## src/design/fatlb_pkg.sv

```systemverilog
// shared types and constants for the fully associative tlb
// no dependencies
package fatlb_pkg;

    localparam int ENTRIES = 16;
    localparam int IDX_W   = $clog2(ENTRIES);
    localparam int KIND_W  = 2;
    localparam int PAGE_W  = 8;
    localparam int FRAME_W = 16;

    typedef enum logic [KIND_W-1:0] {
        KIND_SEARCH = 2'd0,
        KIND_FILL   = 2'd1,
        KIND_REMAP  = 2'd2,
        KIND_FLUSH  = 2'd3
    } t_kind;

    typedef enum logic [1:0] {
        ST_IDLE,
        ST_SCAN,
        ST_EVICT,
        ST_DONE
    } t_state;

    typedef struct packed {
        logic [PAGE_W-1:0]  page;
        logic [FRAME_W-1:0] frame;
    } t_entry;

    typedef struct packed {
        logic             we;
        logic [IDX_W-1:0] waddr;
        t_entry           wdata;
        logic [IDX_W-1:0] raddr;
    } t_mem_req;

endpackage

```

## src/design/fatlb_mem.sv

```systemverilog
// entry store: page and frame pairs, one write and one registered read per cycle
// depends on fatlb_pkg
module fatlb_mem
    import fatlb_pkg::*;
(
    input  logic     i_clk,
    input  t_mem_req i_req,
    output t_entry   o_rdata
);

    t_entry r_mem [ENTRIES];
    t_entry r_rdata;

    always_ff @(posedge i_clk) begin
        if (i_req.we) begin
            r_mem[i_req.waddr] <= i_req.wdata;
        end
        r_rdata <= r_mem[i_req.raddr];
    end

    assign o_rdata = r_rdata;

endmodule

```

## src/design/fully_assoc_tlb_pointer_replace_top.sv

```systemverilog
// channel | direction | handshake          | payload
// input   | in        | i_valid / o_stall  | i_kind i_page i_new_frame i_old_page i_old_frame
// output  | out       | o_valid / i_stall  | o_hit o_frame_out o_l1_install o_install_page
//         |           |                    | o_evicted o_evicted_frame o_evicted_page
//
// one item at a time; search and remap read one entry per cycle from the entry store,
// so their result is ready once a matching entry is read or the last slot is checked
// fill into a free slot and flush go straight to the result; fill into a full table evicts first
// the next transfer in is taken only after the result has moved into the output register
// reset clears all valid bits and the replacement pointer at once, no clearing pass
// a finished result waits in the output register while i_stall is high
// depends on fatlb_pkg and fatlb_mem
module fully_assoc_tlb_pointer_replace_top
    import fatlb_pkg::*;
(
    input  logic               i_clk,
    input  logic               i_rst_n,
    input  logic               i_valid,
    output logic               o_stall,
    input  logic [KIND_W-1:0]  i_kind,
    input  logic [PAGE_W-1:0]  i_page,
    input  logic [FRAME_W-1:0] i_new_frame,
    input  logic [PAGE_W-1:0]  i_old_page,
    input  logic [FRAME_W-1:0] i_old_frame,
    output logic               o_valid,
    input  logic               i_stall,
    output logic               o_hit,
    output logic [FRAME_W-1:0] o_frame_out,
    output logic               o_l1_install,
    output logic [PAGE_W-1:0]  o_install_page,
    output logic               o_evicted,
    output logic [FRAME_W-1:0] o_evicted_frame,
    output logic [PAGE_W-1:0]  o_evicted_page
);

    localparam logic [IDX_W-1:0] LAST = IDX_W'(ENTRIES - 1);

    t_state              r_state, n_state;
    logic [ENTRIES-1:0]  r_valid, n_valid;
    logic [IDX_W-1:0]    r_ptr, n_ptr;
    logic [IDX_W-1:0]    r_idx, n_idx;
    logic                r_out_vld, n_out_vld;

    t_kind               r_kind, n_kind;
    logic [PAGE_W-1:0]   r_page, n_page;
    logic [FRAME_W-1:0]  r_new_frame, n_new_frame;
    logic [PAGE_W-1:0]   r_old_page, n_old_page;
    logic [FRAME_W-1:0]  r_old_frame, n_old_frame;

    logic                r_res_hit, n_res_hit;
    logic [FRAME_W-1:0]  r_res_frame, n_res_frame;
    logic                r_res_inst, n_res_inst;
    logic [PAGE_W-1:0]   r_res_ipage, n_res_ipage;
    logic                r_res_evict, n_res_evict;
    logic [FRAME_W-1:0]  r_res_eframe, n_res_eframe;
    logic [PAGE_W-1:0]   r_res_epage, n_res_epage;

    logic                r_out_hit, n_out_hit;
    logic [FRAME_W-1:0]  r_out_frame, n_out_frame;
    logic                r_out_inst, n_out_inst;
    logic [PAGE_W-1:0]   r_out_ipage, n_out_ipage;
    logic                r_out_evict, n_out_evict;
    logic [FRAME_W-1:0]  r_out_eframe, n_out_eframe;
    logic [PAGE_W-1:0]   r_out_epage, n_out_epage;

    t_mem_req            mem_req;
    t_entry              mem_rdata;
    logic                in_xfer;
    logic                out_free;
    logic [IDX_W-1:0]    free_idx;
    logic [IDX_W-1:0]    evict_idx;
    logic [IDX_W-1:0]    next_idx;
    logic [PAGE_W-1:0]   cmp_page;
    logic                scan_match;

    fatlb_mem u_mem (
        .i_clk   (i_clk),
        .i_req   (mem_req),
        .o_rdata (mem_rdata)
    );

    assign o_stall  = (r_state != ST_IDLE);
    assign in_xfer  = i_valid && !o_stall;
    assign out_free = !r_out_vld || !i_stall;

    // lowest invalid slot
    always_comb begin
        free_idx = '0;
        for (int i = ENTRIES - 1; i >= 0; i--) begin
            if (!r_valid[i]) begin
                free_idx = IDX_W'(i);
            end
        end
    end

    assign evict_idx  = (r_ptr == LAST) ? '0 : r_ptr + IDX_W'(1);
    assign next_idx   = (r_idx == LAST) ? '0 : r_idx + IDX_W'(1);
    assign cmp_page   = (r_kind == KIND_SEARCH) ? r_page : r_old_page;
    assign scan_match = r_valid[r_idx] && (mem_rdata.page == cmp_page) &&
                        ((r_kind == KIND_SEARCH) || (mem_rdata.frame == r_old_frame));

    always_comb begin
        n_state      = r_state;
        n_valid      = r_valid;
        n_ptr        = r_ptr;
        n_idx        = r_idx;
        n_kind       = r_kind;
        n_page       = r_page;
        n_new_frame  = r_new_frame;
        n_old_page   = r_old_page;
        n_old_frame  = r_old_frame;
        n_res_hit    = r_res_hit;
        n_res_frame  = r_res_frame;
        n_res_inst   = r_res_inst;
        n_res_ipage  = r_res_ipage;
        n_res_evict  = r_res_evict;
        n_res_eframe = r_res_eframe;
        n_res_epage  = r_res_epage;
        n_out_hit    = r_out_hit;
        n_out_frame  = r_out_frame;
        n_out_inst   = r_out_inst;
        n_out_ipage  = r_out_ipage;
        n_out_evict  = r_out_evict;
        n_out_eframe = r_out_eframe;
        n_out_epage  = r_out_epage;
        n_out_vld    = r_out_vld;

        mem_req.we         = 1'b0;
        mem_req.waddr      = r_idx;
        mem_req.wdata.page = r_page;
        mem_req.wdata.frame = r_new_frame;
        mem_req.raddr      = next_idx;

        if (r_out_vld && !i_stall) begin
            n_out_vld = 1'b0;
        end

        unique case (r_state)
            ST_IDLE: begin
                mem_req.raddr = '0;
                if (in_xfer) begin
                    n_kind       = t_kind'(i_kind);
                    n_page       = i_page;
                    n_new_frame  = i_new_frame;
                    n_old_page   = i_old_page;
                    n_old_frame  = i_old_frame;
                    n_idx        = '0;
                    n_res_hit    = 1'b0;
                    n_res_frame  = '0;
                    n_res_inst   = 1'b0;
                    n_res_ipage  = '0;
                    n_res_evict  = 1'b0;
                    n_res_eframe = '0;
                    n_res_epage  = '0;
                    unique case (t_kind'(i_kind))
                        KIND_SEARCH, KIND_REMAP: begin
                            n_state = ST_SCAN;
                        end
                        KIND_FILL: begin
                            if (&r_valid) begin
                                mem_req.raddr = evict_idx;
                                n_idx         = evict_idx;
                                n_state       = ST_EVICT;
                            end else begin
                                mem_req.we          = 1'b1;
                                mem_req.waddr       = free_idx;
                                mem_req.wdata.page  = i_page;
                                mem_req.wdata.frame = i_new_frame;
                                n_valid[free_idx]   = 1'b1;
                                n_state             = ST_DONE;
                            end
                        end
                        KIND_FLUSH: begin
                            n_valid = '0;
                            n_state = ST_DONE;
                        end
                    endcase
                end
            end
            ST_SCAN: begin
                if (scan_match) begin
                    n_ptr     = r_idx;
                    n_res_hit = 1'b1;
                    if (r_kind == KIND_SEARCH) begin
                        n_res_frame = mem_rdata.frame;
                        n_res_inst  = 1'b1;
                        n_res_ipage = mem_rdata.page;
                    end else begin
                        mem_req.we = 1'b1;
                    end
                    n_state = ST_DONE;
                end else if (r_idx == LAST) begin
                    n_state = ST_DONE;
                end else begin
                    n_idx = next_idx;
                end
            end
            ST_EVICT: begin
                n_res_evict    = 1'b1;
                n_res_eframe   = mem_rdata.frame;
                n_res_epage    = mem_rdata.page;
                mem_req.we     = 1'b1;
                n_valid[r_idx] = 1'b1;
                n_state        = ST_DONE;
            end
            ST_DONE: begin
                if (out_free) begin
                    n_out_vld    = 1'b1;
                    n_out_hit    = r_res_hit;
                    n_out_frame  = r_res_frame;
                    n_out_inst   = r_res_inst;
                    n_out_ipage  = r_res_ipage;
                    n_out_evict  = r_res_evict;
                    n_out_eframe = r_res_eframe;
                    n_out_epage  = r_res_epage;
                    n_state      = ST_IDLE;
                end
            end
        endcase
    end

    always_ff @(posedge i_clk) begin
        if (!i_rst_n) begin
            r_state   <= ST_IDLE;
            r_valid   <= '0;
            r_ptr     <= '0;
            r_out_vld <= 1'b0;
        end else begin
            r_state   <= n_state;
            r_valid   <= n_valid;
            r_ptr     <= n_ptr;
            r_out_vld <= n_out_vld;
        end
    end

    always_ff @(posedge i_clk) begin
        r_idx        <= n_idx;
        r_kind       <= n_kind;
        r_page       <= n_page;
        r_new_frame  <= n_new_frame;
        r_old_page   <= n_old_page;
        r_old_frame  <= n_old_frame;
        r_res_hit    <= n_res_hit;
        r_res_frame  <= n_res_frame;
        r_res_inst   <= n_res_inst;
        r_res_ipage  <= n_res_ipage;
        r_res_evict  <= n_res_evict;
        r_res_eframe <= n_res_eframe;
        r_res_epage  <= n_res_epage;
        r_out_hit    <= n_out_hit;
        r_out_frame  <= n_out_frame;
        r_out_inst   <= n_out_inst;
        r_out_ipage  <= n_out_ipage;
        r_out_evict  <= n_out_evict;
        r_out_eframe <= n_out_eframe;
        r_out_epage  <= n_out_epage;
    end

    assign o_valid         = r_out_vld;
    assign o_hit           = r_out_hit;
    assign o_frame_out     = r_out_frame;
    assign o_l1_install    = r_out_inst;
    assign o_install_page  = r_out_ipage;
    assign o_evicted       = r_out_evict;
    assign o_evicted_frame = r_out_eframe;
    assign o_evicted_page  = r_out_epage;

endmodule

```

## config.mk

```make
export PLATFORM = sky130hd
export DESIGN_NAME = fully_assoc_tlb_pointer_replace_top
export DESIGN_NICKNAME = d
export VERILOG_FILES = /design/src/design/fatlb_pkg.sv /design/src/design/fatlb_mem.sv /design/src/design/fully_assoc_tlb_pointer_replace_top.sv
export SDC_FILE = /design/constraint.sdc
export NUM_CORES = 1
export LEC_CHECK = 0
export ABC_AREA = 1
export BUFFER_PORTS_ARGS = -buffer_cell sky130_fd_sc_hd__buf_2
export CORE_ASPECT_RATIO = 1.75
export CORE_MARGIN = 1
export CORE_UTILIZATION = 35
export DETAILED_ROUTE_END_ITERATION = 8
export GPL_ROUTABILITY_DRIVEN = 0
export PLACE_DENSITY = 0.6
export SLEW_MARGIN = 20
export SYNTH_ARGS = -nofsm -noshare
export SYNTH_HDL_FRONTEND = slang
export SYNTH_HIERARCHICAL = 1
export SYNTH_SLANG_ARGS = --single-unit
export TNS_END_PERCENT = 20
```

## constraint.sdc

```tcl
create_clock -name i_clk -period 5.4 [get_ports i_clk]
set_input_delay 0.27 -clock i_clk [delete_from_list [all_inputs] [get_ports i_clk]]
set_output_delay 0.27 -clock i_clk [all_outputs]
set_load 0.1 [all_outputs]
```

==> impl_metrics.csv, run 1 <==
group,metric,value,unit
timing,setup_viol,0,
yosys,syn_nets,2414,
yosys,ys_types,43,
power,p_int,0.00900,W
clock_tree,post_cts_buffers,0,
global_route,grt_pass1_vias,16300,
cells_and_area,fillers,6692,
yosys,async_flop_share,0,
route,ant_nets,0,
place,portBuffers,106,
power,p_seq_frac,0.423,
global_route,grt_pass1_wl,96.7,mm
power,ir_worst_vdd,0.539,mV
clock_tree,cts-root-buf,"clkbuf_16",
critical_path,worst-setup-path-type,"reg2reg",
timing,period_needed,4.28,ns
critical_path,cp_max_fo,19,
route,totalWireLength,63.4,mm
yosys,ys_warn_count,6,
worst_hold_path,holdPathStages,3,
power,swShare,0.393,
power,p_leak,11.9,nW
status,outcome,"completed",
critical_path,r2r_cells,9,
yosys,ys_seq_elements,587,
timing,finClkSkew,0.0344,ns
critical_path,required,5.69,ns
timing,slew_violations,0,
global_route,grt_util_all_layers,0.177,
yosys,synth_enable_flop_cells,540,
route,drc,0,
timing,max_freq,234,MHz
clock_tree,clk_latency,0.61,ns
clock_tree,cts_sinks,587,
floorplanning,design.die.area,0.0720,sq mm
timing,tightest_slew,1.08,ns
clock_tree,clockBufferDepth,3,
place,hpwlAfterDp,41.8,mm
route,drt_iter0_markers,1423,
floorplanning,row_count,128,
route,wire_per_inst,18.4,um
timing,hold_ws,0.108,ns
critical_path,cp-end-kind,"flop",
cells_and_area,final_nets,2557,
critical_path,worstPathArrival,4.57,ns
global_route,grt_max_degree,193,
route,vias_per_cell,4.81,
power,clkPwrFrac,0.232,
critical_path,cp-start-kind,"flop",
floorplanning,die_x,203,um
cells_and_area,drive_gt1_frac,0.109,
timing,final-hold-violation-count,0,
cells_and_area,multi_input_area,0.00577,sq mm
cells_and_area,diodes,0,
floorplanning,initial_core_util,0.356,
power,powerDensity,521,mW/mm^2
floorplanning,coreArea,0.0698,sq mm
cells_and_area,register_area,0.0172,sq mm
clock_tree,cts_max_level,2,
floorplanning,boundaryPins,107,
clock_tree,cts_resized,0,
clock_tree,cts_hold_buf,51,
clock_tree,cts_tree,"yes",
route,dr_total_vias,16600,
power,p_switching,0.00583,W
yosys,post_synth.cell_area_avg,10.6,sq um
worst_hold_path,min_path_type,"in2reg",
yosys,synth_top_cells_by_area,"edfxtp_1, nand2_1, nand3_1, inv_1, dfxtp_1",
timing,fin_setup_tns,0,ns
global_route,antenna_found_initial,1,
global_route,globalRouteOverflowTotal,0,
yosys,yosys.area.top_type,"edfxtp_1",
floorplanning,fp.dieH,354,um
flow_run,drv_cap,0,
yosys,yosysSeqAreaShare,0.691,
route,drt_pass1_iterations,6,
clock_tree,cts_made_buffers,51,
timing,relSlewSlack,0.280,
timing,rsz0062_at_grt,"no",
yosys,synth_area,0.0248,sq mm
clock_tree,clkTransAtPathRegs,0.06,ns
yosys,ys.flop_type,"edfxtp_1",
power,comb_power_share,0.345,
yosys,synth_cells,2351,
yosys,synth_top_area_frac,0.653,
timing,fin_crit_sh,0.793,
cells_and_area,syn_to_final_growth,14.6,%
## cell type report
type,instances,share of cell area
Clock buffer,58,0.0461
Clock inverter,35,0.00831
Inverter,400,0.0532
Multi-Input combinational cell,1263,0.203
Sequential cell,587,0.603
Tap cell,910,0.0400
Timing Repair Buffer,191,0.0464
## Yosys cell counts (all sizes together), types with 2 or more instances
| master | count |
|---|---|
| a21oi | 48 |
| ha | 9 |
| nand3 | 313 |
| or2 | 3 |
| nor3 | 6 |
| nand2 | 715 |
| o21ai | 62 |
| edfxtp | 540 |
| inv | 398 |
| xnor2 | 7 |
| dfxtp | 47 |
| nand3b | 4 |
| a31oi | 2 |
| clkinv | 2 |
| a22o | 2 |
| nand4 | 11 |
| clkbuf | 21 |
| buf | 80 |
| nor4 | 3 |
| xor2 | 15 |
| nor2 | 57 |
## critical path, stage by stage, from the launching register on
cell and delay [ns]:
dfxtp_1 0.34, inv_1 0.10, ha_1 0.25, nand2_1 0.31
nor3_2 0.28, clkinv_1 0.64, a31oi_1 0.69, nand3b_1 0.32
nor2_2 0.69, buf_4 0.35
## per-stage QoR
step / cell area (sq um) / setup slack, ns / util / instances / power (W)
after detailed placement: 26400 / 1.18 / 0.378 / 3300 / 0.0115
after floorplan: 24800 / 1.17 / - / 2351 / 0.00964
final: 28500 / 1.12 / 0.407 / 3444 / 0.0148
after global placement: 26400 / 1.29 / 0.378 / 3300 / 0.0114
after CTS: 28400 / 1.16 / 0.407 / 3444 / 0.0149
after global routing: 28500 / 0.896 / 0.407 / 3444 / 0.0156
## layout by cell type (no fill, tap or decap), types with 3 or more instances in the layout
cell             n
inv_2            6
o21ai_1         14
buf_4           32
nor4_1           3
o21ai_2         10
xnor2_1          7
inv_6            4
a21oi_2          5
buf_2          106
nor3_2           3
clkinv_2        13
nand3b_1         4
edfxtp_1       540
clkbuf_1         6
o21ai_0         35
nor3_1           3
dlygate4sd3_1   51
o21ai_4          3
ha_1             9
nor2_2          16
clkinvlp_4       4
nor2_1          38
a21oi_1         42
nand2_1        708
dfxtp_1         47
nand4_1         11
xor2_1          15
nand2_2          6
clkbuf_16       51
nor2_4           3
clkinv_1        13
or2_2            3
nand3_1        312
inv_1          390
## layer usage
metal	share of wire	routed length, um	GRT usage
met1	0.37	23700	0.204
met2	0.52	33000	0.321
met3	0.054	3430	0.0210
met4	0.051	3230	0.0898
met5	0	0	0
## kinds of logic (layout without fill, tap and decap cells)
logic type	Yosys count	count (layout)	synth area share
compound gates	119	119	0.0261
xor+xnor	22	22	0.00776
fa+ha+maj	9	9	0.00454
buf+inv	501	684	0.0817
flops	587	587	0.691
simple gates	1113	1113	0.189
## power groups by stage
| stage | clock (W) | sequential (W) | combinational (W) |
|---|---|---|---|
| final | 0.00344 | 0.00627 | 0.00511 |
| after global routing | 0.00367 | 0.00634 | 0.00557 |
| after CTS | 0.00353 | 0.00628 | 0.00512 |
| after detailed placement | 0 | 0.00638 | 0.00508 |
| after global placement | 0 | 0.00635 | 0.00505 |
| after floorplan | 0 | 0.00649 | 0.00315 |
## final timing paths
path,from,endpoint,slack [ns]
max reg2reg,r_state[0],u_mem/r_mem[6][20],1.12
max,r_state[0],u_mem/r_mem[6][20],1.12
min,i_rst_n,r_valid[13],0.11
min reg2reg,r_res_eframe[3],o_evicted_frame[3],0.42
## flip-flops by register name (all words and copies together), names as in the netlist, 16 cells and up
signal,count
u_mem/r_mem,384
u_mem/o_rdata,24
o_evicted_frame,16
o_frame_out,16
r_new_frame,16
r_old_frame,16
r_res_eframe,16
r_res_frame,16
r_valid,16
Power figures use the tool's default switching activity.
==> run 2: changes to the inputs <==
PLACE_DENSITY = 0.62   (was 0.6)
clock period = 3.7 ns   (was 5.4 ns; I/O delays follow)
==> run 2 against run 1 <==
  * Die area unchanged
  * Setup slack worse by 0.80 ns
  * Final cell count rose by 0.93%
  * Power increased by 48%
  * Highest routed layer is now met5
==> impl_metrics.csv, run 2 (same netlist as run 1, synthesis figures left out) <==
group,metric,value,unit
status,outcome,"completed",
clock_tree,clk_latency,0.62,ns
floorplanning,coreArea,0.0698,sq mm
global_route,antenna_found_initial,3,
route,drt_pass1_iterations,6,
route,ant_nets,0,
power,swShare,0.392,
floorplanning,boundaryPins,107,
timing,finClkSkew,0.0242,ns
critical_path,critPathMaxStageDelay,0.57,ns
power,p_switching,0.00864,W
cells_and_area,drive_gt1_frac,0.117,
clock_tree,cts-root-buf,"clkbuf_16",
global_route,globalRouteOverflowTotal,0,
floorplanning,row_count,128,
clock_tree,cts_sinks,587,
power,comb_power_share,0.353,
critical_path,worst-setup-path-type,"reg2reg",
clock_tree,cts_made_buffers,51,
timing,tightest_slew,0.940,ns
cells_and_area,fillers,6646,
clock_tree,post_cts_buffers,0,
timing,final-hold-violation-count,0,
critical_path,worstPathArrival,3.66,ns
critical_path,reg2reg_slack,0.32,ns
clock_tree,cts_max_level,2,
route,dr_total_vias,16700,
critical_path,cp-end-kind,"flop",
global_route,grt_pass1_vias,16400,
floorplanning,initial_core_util,0.356,
power,ir_worst_vdd,0.713,mV
cells_and_area,final_common_cell,"nand2_1",
critical_path,required,3.97,ns
critical_path,r2r_cells,12,
power,powerDensity,761,mW/mm^2
route,wire_per_inst,18.4,um
route,vias_per_cell,4.80,
timing,rsz0062_at_grt,"no",
cells_and_area,final_nets,2587,
floorplanning,die_x,203,um
cells_and_area,regMostFlops,"u_mem/r_mem",
timing,period_needed,3.38,ns
power,p_leak,12.0,nW
critical_path,cpLargestDelayFamily,"simple AND/OR/NAND/NOR gates",
clock_tree,clkTransAtPathRegs,0.06,ns
timing,setup_viol,0,
cells_and_area,fin_util,0.414,
timing,relSlewSlack,0.372,
cells_and_area,largest_reg_flops,384,
power,p_int,0.0134,W
route,drc,0,
route,drt_iter0_markers,1476,
clock_tree,cts_tree,"yes",
timing,slew_violations,0,
critical_path,reg2reg_to,"u_mem/r_mem[15][13]",
global_route,grt_pass1_wl,96.8,mm
critical_path,r2r_start,"r_valid[2]",
flow_run,drv_cap,0,
timing,fin_crit_sh,0.914,
cells_and_area,final_cell_mix,"nand2_1, edfxtp_1, inv_1, nand3_1, buf_2",
worst_hold_path,hold_path_end,"r_state[0]",
critical_path,worstPathCellList,"inv_2 -> nor3_2 -> inv_2 -> nor2_4 -> nand2_2 -> inv_1 -> nor3_2 -> clkinv_1 -> o21ai_0 -> nand2_1 -> nor2_2 -> buf_4",
power,p_seq_frac,0.413,
cells_and_area,syn_to_final_growth,16.5,%
floorplanning,design.die.area,0.0720,sq mm
cells_and_area,fin_cells,3476,
timing,max_freq,296,MHz
place,hpwlAfterDp,43.4,mm
worst_hold_path,min-delay-start,"i_valid",
route,totalWireLength,63.9,mm
place,portBuffers,106,
floorplanning,fp.dieH,354,um
critical_path,cp-start-kind,"flop",
critical_path,slowest_stage,"o21ai_0",
global_route,grt_util_all_layers,0.178,
worst_hold_path,holdPathStages,6,
critical_path,path_buf_inv,5,
critical_path,cp_max_fo,24,
worst_hold_path,min_path_type,"in2reg",
global_route,grt_max_degree,108,
clock_tree,clockBufferDepth,3,
place,dp.cells,3328,
timing,hold_ws,0.158,ns
power,clkPwrFrac,0.234,
## run 2: layout make-up
type / count / area, sq um / share of cell area
sequential: 587 / 17200 / 0.593
multi-input combinational: 1263 / 5760 / 0.199
timing repair buffer: 221 / 1770 / 0.0611
inverter: 400 / 1510 / 0.0522
clock buffer: 62 / 1320 / 0.0455
tap: 910 / 1140 / 0.0393
clock inverter: 31 / 280 / 0.00969
antenna: 2 / 5.00 / 0.000173
## run 2: worst max-delay path by stage
stage	endpoint	cells past startpoint	slack, ns	start
final	u_mem/r_mem[15][13]	12	0.32	r_valid[2]
after global routing	u_mem/r_mem[15][5]	9	0.11	r_state[1]
after CTS	u_mem/r_mem[5][16]	10	0.02	r_old_frame[11]
after detailed placement	u_mem/r_mem[5][13]	10	0.06	r_old_frame[11]
after global placement	u_mem/r_mem[5][10]	10	0.005	r_old_frame[9]
after floorplan	o_evicted	1	-0.09	o_valid
## run 2: tightest hold or removal path, cell delays in order
cell	delay, ns
buf_2	0.14
o22ai_1	0.10
inv_1	0.09
nand2_1	0.08
nand2_1	0.06
a21oi_1	0.05
## run 2: timing repair
item                                    in CTS  in global routing
endpoints found under the setup margin       0                 60
hold buffers                                52                  0
hold endpoints to repair                    54                  0
gates resized for setup                      0                  2
## run 2: power by group through the flow
stage               sequential (W)  combinational (W)  clock [W]
CTS                        0.00909            0.00773    0.00526
global placement           0.00918            0.00761          0
finish                     0.00908            0.00777    0.00516
detailed placement         0.00923            0.00766          0
floorplan                  0.00947            0.00460          0
global route               0.00917            0.00840    0.00547
## run 2: metal layers
metal | GRT usage | vias up | part of all wire
li1 | - | 8002 | -
met1 | 0.193 | 7939 | 0.37
met2 | 0.330 | 601 | 0.53
met3 | 0.0219 | 141 | 0.052
met4 | 0.0977 | 2 | 0.056
met5 | 0 | - | 0.00020
## run 2: through the flow
stage	setup slack (ns)	power, W	setup TNS, ns	area, sq um
finish	0.319	0.0220	0	28900
global route	0.106	0.0230	0	28900
CTS	0.0201	0.0221	0	28900
detailed placement	0.0557	0.0169	0	26800
global placement	0.00529	0.0168	0	26800
floorplan	-0.0944	0.0141	-4.81	24800
==> run 3: changes to the inputs <==
ABC_AREA = default   (was 1)
==> run 3 against run 2 <==
  * Sequential share of layout area up 3.4 points
  * Design area down 5.4%
  * Die area down 8.6%
  * Clock power up 3%
  * Setup slack worse by 0.21 ns
  * Critical path depth down 1
  * Wire length down 19%
  * Utilization up 1.2 points
  * Final cell count down 34%
  * First-iteration DRC count down 51%
  * Sequential power up 0.6%
  * Critical endpoint is now u_mem/o_rdata[0]
==> impl_metrics.csv, run 3 <==
group,metric,value,unit
status,outcome,"completed",
floorplanning,die_x,194,um
cells_and_area,final_cell_mix,"edfxtp_1, buf_2, mux4_2, nand2_1, buf_4",
cells_and_area,fin_cells,2302,
yosys,ys_types,60,
timing,finClkSkew,0.0167,ns
critical_path,required,4.11,ns
yosys,synthAdderAreaFrac,0.00497,
place,portBuffers,106,
yosys,synth-compound-area-share,0.0460,
global_route,grt_util_all_layers,0.160,
critical_path,cp-start-kind,"flop",
place,hpwlAfterDp,36.0,mm
cells_and_area,regMostFlops,"u_mem/r_mem",
timing,rsz0062_at_grt,"no",
yosys,synth_top_family_by_area,"multiplexers",
critical_path,cp-end-kind,"flop",
floorplanning,boundaryPins,107,
cells_and_area,syn_to_final_growth,20.8,%
yosys,synth.area.mux_share,0.116,
yosys,syn_nets,1277,
global_route,antenna_found_initial,1,
critical_path,worstPathCellList,"nand4_1 -> nor4_1 -> buf_4 -> and3b_1 -> nand2_1 -> o32ai_4 -> buf_12 -> buf_4 -> mux4_2 -> a22oi_1 -> nand2_1",
clock_tree,cts_resized,0,
power,p_int,0.0143,W
cells_and_area,design_area,0.0274,sq mm
critical_path,worstPathArrival,4.00,ns
cells_and_area,drive_gt1_frac,0.289,
yosys,ys_warn_count,6,
timing,slew_violations,0,
timing,fin_setup_tns,0,ns
power,powerDensity,771,mW/mm^2
power,ir_worst_vdd,0.423,mV
cells_and_area,largest_reg_flops,384,
clock_tree,cts-root-buf,"clkbuf_16",
critical_path,cp_max_fo,17,
route,wire_per_inst,22.5,um
timing,period_needed,3.59,ns
yosys,synth_xor_area_frac,0.00889,
route,drt_iter0_markers,719,
yosys,yosys.area.top_type,"edfxtp_1",
flow_run,drv_cap,0,
yosys,yosysSeqAreaShare,0.757,
critical_path,path_buf_inv,3,
yosys,ys_seq_elements,587,
global_route,grt_pass1_vias,12700,
route,drt_pass1_iterations,5,
critical_path,cpLargestDelayFamily,"simple AND/OR/NAND/NOR gates",
floorplanning,coreArea,0.0642,sq mm
clock_tree,clockBufferDepth,3,
yosys,synth.top_cells.by_count,"edfxtp_1, mux4_2, nand2_1",
power,swShare,0.323,
timing,tightest_slew,1.05,ns
clock_tree,cts_sinks,587,
critical_path,critPathMaxStageDelay,0.55,ns
power,p_switching,0.00681,W
floorplanning,design.die.area,0.0658,sq mm
timing,final-hold-violation-count,0,
place,placed_cell_area,0.0252,sq mm
cells_and_area,final_common_cell,"edfxtp_1",
yosys,synth_top_cells_by_area,"edfxtp_1, mux4_2, dfxtp_1, a22oi_1, and2_1",
route,ant_nets,0,
worst_hold_path,min_path_type,"in2reg",
yosys,post_synth.cell_area_avg,18.7,sq um
global_route,grt_pass1_wl,78.7,mm
timing,setup_viol,0,
clock_tree,cts_max_level,2,
yosys,synth_area,0.0227,sq mm
power,p_seq_frac,0.433,
route,dr_total_vias,11800,
cells_and_area,fillers,5511,
cells_and_area,diodes,0,
route,drc,0,
clock_tree,clk_latency,0.59,ns
timing,max_freq,278,MHz
timing,fin_crit_sh,0.971,
cells_and_area,final_nets,1511,
power,p_leak,9.02,nW
route,totalWireLength,51.7,mm
yosys,synth_cells,1214,
power,comb_power_share,0.314,
floorplanning,initial_core_util,0.353,
floorplanning,fp.dieH,339,um
critical_path,worst-setup-path-type,"reg2reg",
global_route,grt_max_degree,62,
clock_tree,cts_made_buffers,50,
power,clkPwrFrac,0.253,
timing,relSlewSlack,0.297,
critical_path,slowest_stage,"nor4_1",
yosys,ys.flop_type,"edfxtp_1",
route,vias_per_cell,5.12,
yosys,synth_enable_flop_cells,540,
global_route,globalRouteOverflowTotal,0,
clock_tree,cts_tree,"yes",
yosys,yosysMostFrequentCell,"edfxtp_1",
yosys,synth_top_area_frac,0.715,
place,dp.cells,2156,
floorplanning,row_count,123,
yosys,yosys.area_share.simple,0.0522,
yosys,async_flop_share,0,
clock_tree,clkTransAtPathRegs,0.07,ns
[run 3: metal layers]
layer / global-route usage / vias up / share of wire / routed length, um
met5: 0 / - / 0 / 0
met3: 0.0201 / 113 / 0.036 / 1870
met2: 0.304 / 339 / 0.55 / 28600
met4: 0.0719 / 0 / 0.041 / 2100
met1: 0.175 / 6007 / 0.37 / 19200
li1: - / 5332 / - / -
[run 3: layout make-up]
cell class / count / area, sq um / area share
timing repair buffer: 241 / 2050 / 0.0748
sequential: 587 / 17200 / 0.627
inverter: 15 / 60.1 / 0.00219
clock inverter: 25 / 258 / 0.00941
clock buffer: 69 / 1420 / 0.0520
tap: 812 / 1020 / 0.0371
multi-input combinational: 553 / 5420 / 0.198
[run 3: cells by family (layout without fill, tap and decap cells)]
group / count (synthesis) / in the layout
adder cells (fa/ha/maj): 9 / 9
buffers and inverters: 74 / 350
AO/OA/AOI/OAI: 155 / 155
multiplexers: 137 / 137
XOR/XNOR: 23 / 23
AND/OR/NAND/NOR: 229 / 229
flip-flops: 587 / 587
[run 3: worst register-to-register path: cells and delay by family (launching register included)]
| kind | cells | cell delay [ns] |
|---|---|---|
| mux | 1 | 0.50 |
| buf+inv | 3 | 0.71 |
| flops | 1 | 0.51 |
| simple gates | 5 | 1.27 |
| compound gates | 2 | 0.41 |
[run 3: path summary, 6_finish.rpt]
path	from	endpoint	slack [ns]	cells after the start
worst max register to register	r_valid[2]	u_mem/o_rdata[0]	0.11	11
worst min register to register	r_res_ipage[2]	o_install_page[2]	0.42	0
worst min-delay path	i_valid	r_state[1]	0.24	5
worst max-delay path	r_valid[2]	u_mem/o_rdata[0]	0.11	11
[run 3: power groups by stage]
| stage | registers [W] | clock network, W | logic (W) |
|---|---|---|---|
| floorplan | 0.00957 | 0 | 0.00412 |
| global placement | 0.00924 | 0 | 0.00662 |
| detailed placement | 0.00928 | 0 | 0.00669 |
| CTS | 0.00914 | 0.00550 | 0.00675 |
| global route | 0.00922 | 0.00572 | 0.00710 |
| finish | 0.00913 | 0.00534 | 0.00663 |
[run 3: stage by stage]
stage / power, W / setup slack (ns) / utilization / hold slack (ns)
after global placement: 0.0159 / 0.198 / 0.392 / 0.366
after floorplan: 0.0137 / 0.0171 / - / 0.284
after detailed placement: 0.0160 / 0.184 / 0.392 / 0.365
final: 0.0211 / 0.108 / 0.427 / 0.244
after global routing: 0.0220 / 0.0363 / 0.427 / 0.294
after CTS: 0.0214 / 0.163 / 0.427 / 0.214
[run 3: repair_timing]
action | in CTS | in global routing
endpoints found under the setup margin | 0 | 0
hold buffers | 52 | 0
hold endpoints to repair | 53 | 0
buffers inserted | 0 | 0
